==> config.mk <==
export PLATFORM = sky130hd
export DESIGN_NAME = tefrl_ctrl
export DESIGN_NICKNAME = d
export VERILOG_FILES = /design/src/tefrl_pkg.sv /design/src/tefrl_ctrl.sv
export SDC_FILE = /design/constraint.sdc
export NUM_CORES = 1
export LEC_CHECK = 0
export ABC_AREA = 1
export BUFFER_PORTS_ARGS = -buffer_cell sky130_fd_sc_hd__buf_2
export CORE_AREA = 2 2 39 41
export CTS_CLUSTER_DIAMETER = 60
export DETAILED_ROUTE_END_ITERATION = 16
export DIE_AREA = 0 0 41 43
export GPL_TIMING_DRIVEN = 0
export SYNTH_ARGS = -nofsm -noshare
export SYNTH_HDL_FRONTEND = slang
export SYNTH_SLANG_ARGS = --single-unit
==> constraint.sdc <==
create_clock -name clk -period 0.8 [get_ports clk]
set_input_delay 0.08 -clock clk [delete_from_list [all_inputs] [get_ports clk]]
set_output_delay 0.08 -clock clk [all_outputs]
set_load 0.1 [all_outputs]
==> src/tefrl_pkg.sv <==
`timescale 1ns / 1ps
package tefrl_pkg;

    // Default sizes
    localparam int RANGE_SLOTS_DEF = 8;
    localparam int WATCH_DEPTH_DEF = 32;
    localparam int LOG_DEPTH_DEF   = 8192;

    // Operation codes
    localparam logic [3:0] OP_ENTRY   = 4'd0;
    localparam logic [3:0] OP_EXIT    = 4'd1;
    localparam logic [3:0] OP_READ    = 4'd2;
    localparam logic [3:0] OP_DEFINE  = 4'd3;
    localparam logic [3:0] OP_ENABLE  = 4'd4;
    localparam logic [3:0] OP_DISABLE = 4'd5;
    localparam logic [3:0] OP_REMOVE  = 4'd6;
    localparam logic [3:0] OP_ADD_PID = 4'd7;
    localparam logic [3:0] OP_CLR_PID = 4'd8;

    // Status codes
    localparam logic [3:0] ST_OK       = 4'd0;
    localparam logic [3:0] ST_FILTERED = 4'd1;
    localparam logic [3:0] ST_BADPC    = 4'd2;
    localparam logic [3:0] ST_EMPTY    = 4'd3;
    localparam logic [3:0] ST_BADRANGE = 4'd4;
    localparam logic [3:0] ST_USED     = 4'd5;
    localparam logic [3:0] ST_OVERLAP  = 4'd6;
    localparam logic [3:0] ST_NOSLOT   = 4'd7;
    localparam logic [3:0] ST_FULL     = 4'd8;

    // Configuration register indexes
    localparam logic [1:0] CFG_ALL_MODE  = 2'd0;
    localparam logic [1:0] CFG_SIZE_EXP  = 2'd1;
    localparam logic [1:0] CFG_CODE_SIZE = 2'd2;

    localparam logic [3:0]  SIZE_EXP_RST  = 4'd13;
    localparam logic [31:0] CODE_SIZE_RST = 32'hFFFF_FFFF;

    typedef struct packed {
        logic [3:0]  opcode;
        logic [31:0] pc_offset;
        logic [31:0] range_last;
        logic [2:0]  slot;
        logic [63:0] stamp;
        logic [7:0]  cpu;
        logic        has_process;
        logic [31:0] proc_id;
        logic [63:0] arg_one;
        logic [63:0] arg_two;
        logic [63:0] arg_three;
        logic [63:0] arg_four;
    } evt_t;

    typedef struct packed {
        logic        is_exit;
        logic [31:0] pc;
        logic [63:0] stamp;
        logic [31:0] proc_id;
        logic [7:0]  cpu;
        logic [63:0] arg_one;
        logic [63:0] arg_two;
        logic [63:0] arg_three;
        logic [63:0] arg_four;
    } rec_t;

    typedef struct packed {
        logic [3:0]  status;
        rec_t        rec;
        logic [13:0] pending;
    } rsp_t;

    typedef struct packed {
        logic capture;
        logic exec;
        logic load_out;
    } dp_cmd_t;

    typedef struct packed {
        logic occ_ok;
    } dp_stat_t;

    typedef struct packed {
        logic        we;
        logic [1:0]  idx;
        logic [31:0] wdata;
    } cfg_wr_t;

endpackage

==> src/tefrl_ctrl.sv <==
`timescale 1ns / 1ps
module tefrl_ctrl (
    input  logic               clk,
    input  logic               rst_n,
    input  logic               in_valid,
    output logic               in_ready,
    output logic               out_valid,
    input  logic               out_ready,
    output tefrl_pkg::dp_cmd_t cmd
);
    import tefrl_pkg::*;

    localparam logic [1:0] S_IDLE = 2'd0;
    localparam logic [1:0] S_EXEC = 2'd1;
    localparam logic [1:0] S_PUSH = 2'd2;

    logic [1:0] state_reg, state_next;
    logic       out_valid_reg, out_valid_next;

    // Sequence one word: capture, execute, load the result register
    always_comb
    begin
        state_next     = state_reg;
        out_valid_next = out_valid_reg;
        cmd            = '0;
        if (out_valid_reg && out_ready)
        begin
            out_valid_next = 1'b0;
        end
        unique case (state_reg)
            S_IDLE:
            begin
                if (in_valid)
                begin
                    cmd.capture = 1'b1;
                    state_next  = S_EXEC;
                end
            end
            S_EXEC:
            begin
                cmd.exec   = 1'b1;
                state_next = S_PUSH;
            end
            S_PUSH:
            begin
                if (!out_valid_reg || out_ready)
                begin
                    cmd.load_out   = 1'b1;
                    out_valid_next = 1'b1;
                    state_next     = S_IDLE;
                end
            end
            default:
            begin
                state_next = S_IDLE;
            end
        endcase
    end

    always_ff @(posedge clk or negedge rst_n)
    begin
        if (!rst_n)
        begin
            state_reg     <= S_IDLE;
            out_valid_reg <= 1'b0;
        end
        else
        begin
            state_reg     <= state_next;
            out_valid_reg <= out_valid_next;
        end
    end

    assign in_ready  = (state_reg == S_IDLE);
    assign out_valid = out_valid_reg;

endmodule

# --- After elaboration in Yosys (flattened, before gate mapping) ---
# Cells that the tools add are included.
totals:
  register_bits: 3
  latch_bits: 0
  mem_bits_rw: 0
  romBits: 0
  inputBits: 4
  output_inout_bits: 5
  word_cells: 22
  memories: 0
classes:
  n_addsub: 0
  n_mul: 0
  n_div: 0
  n_lt_le_gt_ge: 0
  eq_ne: 4
  shift: 0
  n_mux: 11
  n_bitwise: 0
  reduce_logical: 5
op_table:
  columns: ["cell", "count"]
  rows:
  - ["two-way mux 1 bit", 8]
  - ["case mux 2 bit (3 select lines)", 1]
  - ["two-way mux 2 bit", 2]
  - ["!= test 2 bit (second input constant)", 2]
  - ["equality test 2 x 1 -> 1 bit (second input constant)", 1]
  - ["equality test 2 bit (second input constant)", 1]
  - ["logical NOT 2 bit", 1]
  - ["AND reduction 2 bit", 1]
  - ["logical AND 1 bit", 1]
  - ["logical NOT 1 bit", 1]
  - ["logical OR 1 bit", 1]

# --- Depth between registers and ports, before layout ---
# Gate-level depths: netlist (run 1).
logic_depth:
  word_depth: 4
  depth_mapped: 4
  ltp_nobuf: 4

# --- Worst setup path before layout (run 1) ---
# OpenSTA, ideal clock, no wires.
synth_path:
  path_kind: "reg2out"
  start: "reg state_reg[0]"
  end: "out cmd[2] (netlist bit)"
  arrival_ns: 2.639
  t_required_ns: 0.720
  path_slack_ns: -1.919
  stages_incl_launch_ff: 2
  n_path_buf: 0
  cell_sequence: "dfrtp_1 > nor3b_1"
synth_rtl:
  columns: ["item", "line_no", "text"]
  rows:
  - ["start: declaration", "tefrl_ctrl.sv:17", "logic [1:0] state_reg, state_next;"]
  - ["start signal: assignment", "tefrl_ctrl.sv:69", "state_reg <= state_next;"]
  - ["end: declaration", "tefrl_ctrl.sv:9", "output tefrl_pkg::dp_cmd_t cmd"]

==> results.md, run 1 <==
- The run finished, with violations left.
- The checks that failed: setup timing.
- At the end of the flow, the number of nets in the layout was 38.
- The die covers 0.00176 mm^2.
- The clock tree from TritonCTS is done.
- The tree built by TritonCTS fans out to 3 sinks.
- The slowest library cell on the worst path is sky130_fd_sc_hd__dfrtp_2.
- The total of flip-flops plus latches after synthesis is 3.
- In the global route stage, overall resource usage came out at 5.83%.
- The count of placed standard cells including taps is 42.
- The signal arrival time at the worst endpoint is 1140 ps.
- Sequential elements use 52.6% of the synthesized area.
- The post-placement worst setup slack is -413 ps.
- After layout, the worst path uses 153% of the clock period.
- The largest family of logic cells by synthesized area is simple AND/OR/NAND/NOR gates.
- Setup repair after global routing could not meet its margin everywhere.
- The CTS H-tree depth is 1.
- For this run, the slowest stage of the critical path takes 480 ps.
- The first-pass GRT wire length is 600 um.
- The kind of capture point of the worst setup path is an output port.
- In the synthesized netlist, mux cells make up 0% of the area.
- Yosys printed 0 warnings.
- In this run the deepest clock path goes through 2 buffers.
- The synthesized netlist devotes 3.51% of its cell area to compound gates.
- After floorplanning, the core was divided into 14 placement rows.
- For this configuration, the core starts out at a cell density of 10.3%.
- After clock tree synthesis, the clock-pin slew on the worst setup and hold paths is 40 ps.
- Across all setup checks in the final design, the least slack found is -424 ps.
- The area share of and/or/nand/nor cells after synthesis is 33.3%.
- The wire length after detailed routing is 403 um.
- The hold violation total from the final report came to 0.
- For this run, the top clock speed supported by timing is 817 MHz.
- The tightest min-delay check is of the input pin to flip-flop type.
- The initial antenna violation count is 0.
- Clock latency on the worst-skew pair, taken at its later pin, is 230 ps.
- The global routing usage on met2 is 8.13%.
- Cells fill 27.8% of the core in the end.
- The final worst clock skew is 0.474 ps.
- The count of routing violations after the opening detailed-route iteration is 3.
- The weighted congestion reported at the end of routability-driven placement is 0.574.
- The number of antenna diodes in the final layout is 0.
- The most used routing layer is met2.
- The arithmetic-cell share of the synthesized area counting full adders, half adders and majority gates is 0%.
- The layout has 149 filler cells.
- The register with the most flip-flops in the layout has 2 of them.
- The final antenna-violating net count is 0.
- The gate count after technology mapping is 18.
- The number of global-route vias before repair is 181.
- The share of post-route cells with drive strength above 1 is 75.8%.
- The I/O pin total is 9.
- Before antenna repair, the detailed router went through 2 iterations.
- The met1 track utilization from global routing is 4.52%.
- The critical path class is flip-flop to output port.
- For the pin with the worst max-slew slack, the measured transition is 213 ps.
- The post-synthesis to final-layout area growth is 170%.
- The final instance count without filler cells is 49.
- In the routed layout, each cell is associated on average with a via count of 3.33.
- The residual overflow from global routing is 0.
- Measured against its own limit, the worst slew margin works out to 85.8%.
- The post-synthesis average cell area is 7.92 um^2.
- Setup violations remaining at the end of the flow were counted as 6.
- The region available for standard cell placement spans 0.00138 mm^2.
- The met3 track utilization from global routing is 4.71%.
- The die outline height is 43 um.
- The total standard cell area after synthesis is 143 um^2.
- The number of I/O port buffers is 8.
- Counting every net in the synthesized netlist gives 22.
- The total count of max-transition violations in the final report is 0.
- The critical path launch point type is a flip-flop.
- The share of the synthesized netlist area taken by xor and xnor gates is 0%.
- The number of buffers created by CTS is 3.
- Entering global routing, the biggest net connects 7 pins.
- The shortest clock period the worst path allows after layout is 1220 ps.
- For this run, design rule violations remaining after detail routing come to 0.
- The netlist uses 8 different library cells.
- In this run the worst path has a maximum fanout of 6.
- Adding up every negative setup slack in the final design gives -1910 ps.
- Traced cell by cell, the critical path runs through nor3b_4 > buf_12.
- The placed wire-length estimate is 260 um.
- In the final routed layout, each cell accounts on average for 8.22 um.
- STA puts the critical path data required time at 720 ps.
- Clock tree synthesis selected as its root buffer the cell sky130_fd_sc_hd__clkbuf_4.
- In this run the horizontal extent of the chip is 41 um.
- Max-cap violations in this run came to 0.
- The number of vias in the routed layout is 163.
cells in the final DEF, fill, tap and decap left out:
| master | instances |
|---|---|
| sky130_fd_sc_hd__inv_1 | 1 |
| sky130_fd_sc_hd__inv_4 | 2 |
| sky130_fd_sc_hd__nor3b_4 | 1 |
| sky130_fd_sc_hd__buf_6 | 1 |
| sky130_fd_sc_hd__buf_4 | 1 |
| sky130_fd_sc_hd__inv_2 | 1 |
| sky130_fd_sc_hd__dfrtp_4 | 1 |
| sky130_fd_sc_hd__clkbuf_4 | 3 |
| sky130_fd_sc_hd__nor2_4 | 3 |
| sky130_fd_sc_hd__buf_2 | 3 |
| sky130_fd_sc_hd__nor3b_1 | 1 |
| sky130_fd_sc_hd__o21ai_1 | 1 |
| sky130_fd_sc_hd__nand2_4 | 1 |
| sky130_fd_sc_hd__nor2_2 | 1 |
| sky130_fd_sc_hd__buf_12 | 5 |
| sky130_fd_sc_hd__clkbuf_1 | 1 |
| sky130_fd_sc_hd__dlygate4sd3_1 | 1 |
| sky130_fd_sc_hd__dfrtp_2 | 2 |
| sky130_fd_sc_hd__nand2_1 | 2 |
| sky130_fd_sc_hd__nor2_1 | 1 |
per-layer routing:
metal  vias to the layer above  part of all wire (%)
li1                         83                     -
met1                        73                    38
met2                         7                    52
met3                         0                   8.9
met4                         0                     0
met5                         -                     0
final timing paths:
path,from,endpoint,cells past startpoint,slack (ps)
worst max-delay path,state_reg[1]$_DFFE_PN0P_,cmd[2],2,-420
worst min-delay path,out_ready,out_valid$_DFF_PN0_,2,70
worst max register to register,state_reg[1]$_DFFE_PN0P_,state_reg[1]$_DFFE_PN0P_,5,-130
worst min register to register,state_reg[0]$_DFFE_PN0P_,state_reg[0]$_DFFE_PN0P_,1,550
max in group asynchronous,rst_n,out_valid$_DFF_PN0_,2,510
min in group asynchronous,rst_n,state_reg[1]$_DFFE_PN0P_,2,170
area by class of cell:
cell class | count | area, um^2 | share of cell area, %
inverters | 4 | 20.0 | 5.19
flip-flops and latches | 3 | 81.3 | 21.1
well taps | 16 | 20.0 | 5.19
clock buffers | 4 | 26.3 | 6.82
repair buffers | 11 | 144 | 37.3
multi-input cells | 11 | 93.8 | 24.4
synth_stat cells (all sizes together):
master,instances,area [um^2]
inv,4,15.0
o21ai,1,5.00
nor2,5,21.3
nor3b,2,15.0
nand2,3,11.3
dfrtp,3,75.1
timing repair:
| action | CTS | global route |
|---|---|---|
| endpoints found under the setup margin | 7 | 7 |
| endpoints found under the hold margin | 3 | 0 |
| hold buffers | 1 | 0 |
| buffers inserted | 1 | 1 |
| gates resized for setup | 22 | 5 |
| pin swaps | 1 | 3 |
worst max-delay path: cells and delay by family (launching register included):
kind | cells | cell delay (ps)
buf+inv | 1 | 200
flops | 1 | 480
simple gates | 1 | 230
stage by stage:
stage	hold slack (ps)	cell area, um^2
6_report	69.6	385
5_1_grt	82.0	385
4_1_cts	44.6	363
3_5_place_dp	-122	238
3_3_place_gp	-123	238
2_1_floorplan	-216	178
kinds of logic (layout without fill, tap and decap cells):
group,Yosys count,after routing
simple gates,10,10
buf+inv,4,19
flops,3,3
compound gates,1,1
Power of run 1 is left out: the tool's default activity adds up to more than one toggle a clock period on the data nets, which glitch-free logic cannot reach.
==> run 2: changes to the inputs <==
--- a/config.mk
+++ b/config.mk
@@ -6,7 +6,7 @@
 export NUM_CORES = 1
 export LEC_CHECK = 0
 export ABC_AREA = 1
-export BUFFER_PORTS_ARGS = -buffer_cell sky130_fd_sc_hd__buf_2
+export BUFFER_PORTS_ARGS = -buffer_cell sky130_fd_sc_hd__buf_4
 export CORE_AREA = 2 2 39 41
 export CTS_CLUSTER_DIAMETER = 60
 export DETAILED_ROUTE_END_ITERATION = 16
==> run 2 against run 1 <==
The flow still finishes with violations (setup timing). Core utilization grew 2.0 points. First-iteration DRC count shrank 33%. Hold slack lost 36 ps. Non-clock buffer count grew 2. Sequential cell count is the same. Final area grew 7.1%. Sequential share of layout area shrank 1.4 points. Clock-buffer cell count is the same. Critical path depth is the same. Setup slack gained 4.5 ps.
==> results.md, run 2 (synthesized netlist as in run 1, its figures left out) <==
- The register cell area after layout came to 81.3 um^2 (unchanged).
- The hold violation total from the final report is 0 (unchanged).
- The flow ran to the end, but the final reports show violations.
- The number of max-capacitance violations reported is 0 (unchanged).
- The count of routing violations after the opening detailed-route iteration was 2 (-1).
- The clock tree from TritonCTS is done.
- The wire length after detailed routing came to 418 um (+3.7%).
- The number of standard-cell rows in the floorplan is 14 (unchanged).
- The critical path launch point type is a flip-flop.
- The core footprint was 0.00138 mm^2 (unchanged).
- The initial standard-cell utilization of the core is 10.3% (unchanged).
- The number of nets in the final layout is 40 (+5.3%).
- Setup repair after global routing could not meet its margin everywhere.
- The signal arrival time at the worst endpoint was 1140 ps (about the same).
- The kind of capture point of the worst setup path is an output port.
- The number of buffers created by CTS is 3 (unchanged).
- The placed wire-length estimate is 259 um (-0.35%).
- The upper clock frequency limit is 820 MHz (+0.37%).
- The number of failing setup endpoints in the final timing report was 6 (unchanged).
- The post-synthesis to final-layout area growth is 189%.
- The layout filler cell count is 151 (+1.3%).
- The final core area utilization is 29.8% (+2.0 points).
- The final cycle utilization of the critical path came to 152% (-0.56 points).
- The largest stage delay on the critical path is 480 ps (about the same).
- The die outline height came to 43 um (unchanged).
- The worst min-delay path category is input pin to flip-flop.
- The library cell used most frequently in the layout, excluding fill and tap cells, is sky130_fd_sc_hd__buf_12.
- The post-detailed-route via-to-cell ratio came to 3.53 (+6.1%).
- The largest fanout on the critical path was 6 (unchanged).
- The share of post-route cells with drive strength above 1 was 77.1% (+1.4 points).
- The clock slew seen by the registers of the worst setup and hold paths is 40 ps (about the same).
- The number of flip-flops under the largest register name is 2 (unchanged).
- The number of global-route vias before repair is 168 (-7.2%).
- The number of DRC violations after detailed routing is 0 (unchanged).
- The sink count of the clock tree is 3 (unchanged).
- The final instance area was 413 um^2 (+7.1%).
- The number of I/O port buffers was 8 (unchanged).
- The residual overflow from global routing came to 0 (unchanged).
- The total count of max-transition violations in the final report is 0 (unchanged).
- The final antenna-violating net count was 0 (unchanged).
- The CTS H-tree depth is 1 (unchanged).
- The critical path required time is 720 ps (about the same).
- The detailed-routing iteration count for the pre-antenna-repair pass came to 2 (unchanged).
- On the critical path the largest part of the delay comes from flip-flops.
- The maximum number of pins on one net before global-route repair came to 7 (unchanged).
- The later-pin clock latency in the skew report is 230 ps (about the same).
- The post-placement worst setup slack is -279 ps (+133 ps).
- The number of vias in the routed layout came to 180 (+10%).
- The area enclosed by the die boundary is 0.00176 mm^2 (unchanged).
- The I/O pin total is 9 (unchanged).
- The critical path class is flip-flop to output port.
- The first-pass GRT wire length is 586 um (-2.3%).
- The final worst clock skew is 1.27 ps (+0.795 ps).
- The slowest stage of the critical path is the sky130_fd_sc_hd__dfrtp_2 cell.
- The headroom to the max-slew limit is 85.8% (about the same).
- The slew at the pin closest to its max-slew limit is 214 ps (+0.885 ps).
- The horizontal die dimension is 41 um (unchanged).
- The global-route total usage across every layer is 5.63% (-0.20 points).
- The cell area after placement is 258 um^2 (+8.4%).
- The shortest clock period the worst path allows after layout is 1220 ps (-4.48 ps).
- The number of buffers and inverters on the critical path was 1 (unchanged).
- The number of antenna diodes is 0 (unchanged).
- The weighted congestion reported at the end of routability-driven placement came to 0.586 (+2.0%).
- The initial antenna violation count is 0 (unchanged).
- The area of the multi-input gates is 93.8 um^2 (unchanged).
- The signal on the critical path passes through nor3b_4 > buf_12.
- The master cell of the clock root buffer is sky130_fd_sc_hd__clkbuf_4.
- The worst-case setup margin in the final layout is -419 ps (+4.49 ps).
- Leaving out fill and tap cells, the most frequent cells in the layout are sky130_fd_sc_hd__buf_12 (5), sky130_fd_sc_hd__buf_4 (4), sky130_fd_sc_hd__nor2_4 (3), sky130_fd_sc_hd__clkbuf_4 (3), sky130_fd_sc_hd__buf_6 (3).
- The deepest clock path buffer count was 2 (unchanged).
- The post-detailed-route wirelength per cell came to 8.20 um (-0.35%).
- The final reports fail on setup timing.
==> run 2: path summary, 6_finish.rpt <==
| kind | from | to | slack (ps) | depth (start not counted) |
|---|---|---|---|---|
| setup / recovery | state_reg[1]$_DFFE_PN0P_ | cmd[2] | -420 | 2 |
| hold / removal | out_ready | out_valid$_DFF_PN0_ | 30 | 2 |
| setup reg to reg | state_reg[1]$_DFFE_PN0P_ | state_reg[1]$_DFFE_PN0P_ | -130 | 5 |
| hold reg to reg | state_reg[0]$_DFFE_PN0P_ | state_reg[0]$_DFFE_PN0P_ | 560 | 1 |
| max in group asynchronous | rst_n | out_valid$_DFF_PN0_ | 520 | 2 |
| min in group asynchronous | rst_n | out_valid$_DFF_PN0_ | 170 | 2 |
==> run 2: timing repair <==
action | in CTS | in global routing
gates resized for setup | 17 | 6
hold endpoints to repair | 3 | 0
buffers inserted | 1 | 3
hold buffers | 1 | 0
setup endpoints to repair | 7 | 7
pin swaps | 1 | 3
==> run 2: layer usage <==
metal | vias up | track usage, % | wire, um | part of all wire (%)
li1 | 86 | - | - | -
met1 | 81 | 4.53 | 132 | 32
met4 | 0 | 8.00 | 25 | 6.0
met3 | 4 | 3.14 | 40 | 9.6
met5 | - | 0 | 0 | 0
met2 | 9 | 7.50 | 220 | 53
==> run 2: final cells by class <==
class                      instances  area share, %
multi-input combinational         11           22.7
inverter                           4           4.24
tap                               16           4.85
clock buffer                       4           6.36
timing repair buffer              13           42.1
sequential                         3           19.7
==> run 2: stage by stage <==
| stage | setup TNS, ps | hold WS (ps) | instances |
|---|---|---|---|
| floorplan | -2350 | -216 | 18 |
| global placement | -760 | -130 | 42 |
| detailed placement | -788 | -129 | 42 |
| CTS | -1830 | 30.2 | 48 |
| global route | -2180 | 44.2 | 51 |
| finish | -1960 | 33.6 | 51 |
Power of run 2 is left out for the same reason.
==> run 3: changes to the inputs <==
==> constraint.sdc (replaced) <==
create_clock -name clk -period 1.46 [get_ports clk]
set_input_delay 0.146 -clock clk [delete_from_list [all_inputs] [get_ports clk]]
set_output_delay 0.146 -clock clk [all_outputs]
set_load 0.1 [all_outputs]
==> run 3 against run 2 <==
The run now ends clean. Setup slack improved by 520 ps. Routed wire length decreased by 21%. Sequential share of layout area increased by 8.0 points. Cell count decreased by 7.8%.
==> results.md, run 3 (synthesized netlist as in run 1, its figures left out) <==
- The flow ran to the end, and the final reports show no timing, DRC or antenna violations.
- The final antenna-violating net count is 0 (unchanged).
- The critical path launch point type is a flip-flop.
- The wire length after detailed routing is 329 um (-21%).
- The master cell of the clock root buffer is sky130_fd_sc_hd__clkbuf_4.
- The number of buffers created by CTS came to 3 (unchanged).
- The later-pin clock latency in the skew report is 230 ps (about the same).
- The total count of max-transition violations in the final report is 0 (unchanged).
- The number of vias in the routed layout was 148 (-18%).
- The sink count of the clock tree is 3 (unchanged).
- The post-detailed-route via-to-cell ratio is 3.15 (-11%).
- The endpoint identified for the worst register-to-register timing path is out_valid$_DFF_PN0_.
- The die outline height is 43 um (unchanged).
- The deepest clock path buffer count is 2 (unchanged).
- The worst hold slack is 112 ps (+78.2 ps).
- The largest fanout on the critical path is 5 (-1).
- TritonCTS built the clock tree.
- The area enclosed by the die boundary is 0.00176 mm^2 (unchanged).
- The upper clock frequency limit is 735 MHz.
- The initial standard-cell utilization of the core is 10.3% (unchanged).
- The residual overflow from global routing came to 0 (unchanged).
- The number of flip-flops under the largest register name came to 2 (unchanged).
- The worst min-delay path category is input pin to flip-flop.
- The hold violation total from the final report is 0 (unchanged).
- The headroom to the max-slew limit is 81.6% (-4.2 points).
- The setup slack on the worst flop-to-flop path is 630 ps (+760 ps).
- The count of routing violations after the opening detailed-route iteration was 1 (-1).
- The number of setup buffers added after CTS is 0 (-1).
- The number of nets in the final layout is 36 (-10%).
- Walking the worst path, the cells encountered are inv_2 > nand2_1 > nor2_4 > buf_4.
- The path with the worst hold slack has its endpoint at out_valid$_DFF_PN0_.
- The number of standard-cell rows in the floorplan is 14 (unchanged).
- The signal arrival time at the worst endpoint came to 1210 ps (+70 ps).
- The core footprint is 0.00138 mm^2 (unchanged).
- The maximum number of pins on one net before global-route repair is 7 (unchanged).
- The layout filler cell count is 160 (+6.0%).
- The detailed-routing iteration count for the pre-antenna-repair pass is 2 (unchanged).
- The horizontal die dimension was 41 um (unchanged).
- The global-route total usage across every layer is 5.32% (-0.31 points).
- The number of I/O port buffers came to 8 (unchanged).
- The I/O pin total is 9 (unchanged).
- The clock slew seen by the registers of the worst setup and hold paths is 40 ps (about the same).
- The library cell used most frequently in the layout, excluding fill and tap cells, is sky130_fd_sc_hd__buf_4.
- The placed wire-length estimate came to 258 um (-0.58%).
- The first-pass GRT wire length came to 538 um (-8.2%).
- Setup repair after global routing left no endpoint under its margin.
- The post-detailed-route wirelength per cell is 7.00 um (-15%).
- The cell count of the worst hold path is 2 (unchanged).
- The startpoint of the worst-slack reg-to-reg timing path is state_reg[0]$_DFFE_PN0P_.
- The number of global-route vias before repair is 157 (-6.5%).
- The critical path required time is 1310 ps (+590 ps).
- The share of post-route cells with drive strength above 1 is 54.8% (-22 points).
- The post-cts gate resize count is 0 (-17).
- The final worst clock skew is 1.57 ps (+0.303 ps).
- The largest stage delay on the critical path was 430 ps (-50 ps).
- The number of DRC violations after detailed routing is 0 (unchanged).
- The number of failing setup endpoints in the final timing report is 0 (-6).
- The origin of the worst min-delay path is out_ready.
- The initial antenna violation count is 0 (unchanged).
- The count of cells along the worst register-to-register path is 3 (-2).
- The top cell family by delay on the critical path is flip-flops.
- Counting I/O delays and the setup requirement, the final critical path takes 1360 ps.
- The number of antenna diodes is 0 (unchanged).
- The final critical path takes up 93.2% of the cycle.
- The number of max-capacitance violations reported is 0 (unchanged).
- The slew at the pin closest to its max-slew limit is 278 ps (+64.9 ps).
- The weighted congestion reported at the end of routability-driven placement came to 0.647 (+10%).
- The kind of capture point of the worst setup path is an output port.
- In the layout the commonest cells are sky130_fd_sc_hd__buf_4 (8), sky130_fd_sc_hd__nand2_1 (3), sky130_fd_sc_hd__inv_1 (3), sky130_fd_sc_hd__clkbuf_4 (3).
- The CTS H-tree depth is 1 (unchanged).
- The critical path class is flip-flop to output port.
- From synthesis to final layout, the design area changed by 93.0%.
- Among all stages on the critical path, the largest delay is contributed by sky130_fd_sc_hd__dfrtp_1.
- The number of buffers and inverters on the critical path came to 2 (+1).
- The count of hold-fix buffers inserted at cts is 1 (unchanged).
-- run 3: layout make-up --
cell class	count	area (um^2)	area share [%]
Tap cell	16	20.0	7.27
Multi-Input combinational cell	11	67.6	24.5
Timing Repair Buffer	9	70.1	25.5
Sequential cell	3	76.3	27.7
Inverter	4	15.0	5.45
Clock buffer	4	26.3	9.55
-- run 3: metrics by stage --
step | util (%) | setup TNS (ps) | worst slack, ps | cell area, um^2 | cells
CTS | 19.9 | 0 | 69.1 | 275 | 47
finish | 19.9 | 0 | 99.8 | 275 | 47
detailed placement | 17.3 | 0 | 326 | 239 | 42
floorplan | - | -400 | -351 | 159 | 18
global placement | 17.3 | 0 | 330 | 239 | 42
global route | 19.9 | 0 | 30.3 | 275 | 47
-- run 3: worst max-delay path by stage --
stage,start,endpoint,slack [ps],cells past startpoint
after CTS,state_reg[1]$_DFFE_PN0P_,cmd[0],70,3
after detailed placement,state_reg[1]$_DFFE_PN0P_,cmd[0],330,3
final,state_reg[0]$_DFFE_PN0P_,cmd[0],100,4
after floorplan,state_reg[0]$_DFFE_PN0P_,cmd[2],-350,1
after global placement,state_reg[0]$_DFFE_PN0P_,cmd[0],330,4
after global routing,state_reg[1]$_DFFE_PN0P_,cmd[0],30,3
-- run 3: routing by layer --
layer  routed length, um  GRT usage [%]  part of all wire, %  up-vias
met4                   0           10.0                    0        0
met3                  21           1.57                  6.4        0
met1                 135           5.47                   41       64
met5                   0              0                    0        -
met2                 172           5.63                   52        5
li1                    -              -                    -       79
Power of run 3 is left out for the same reason.
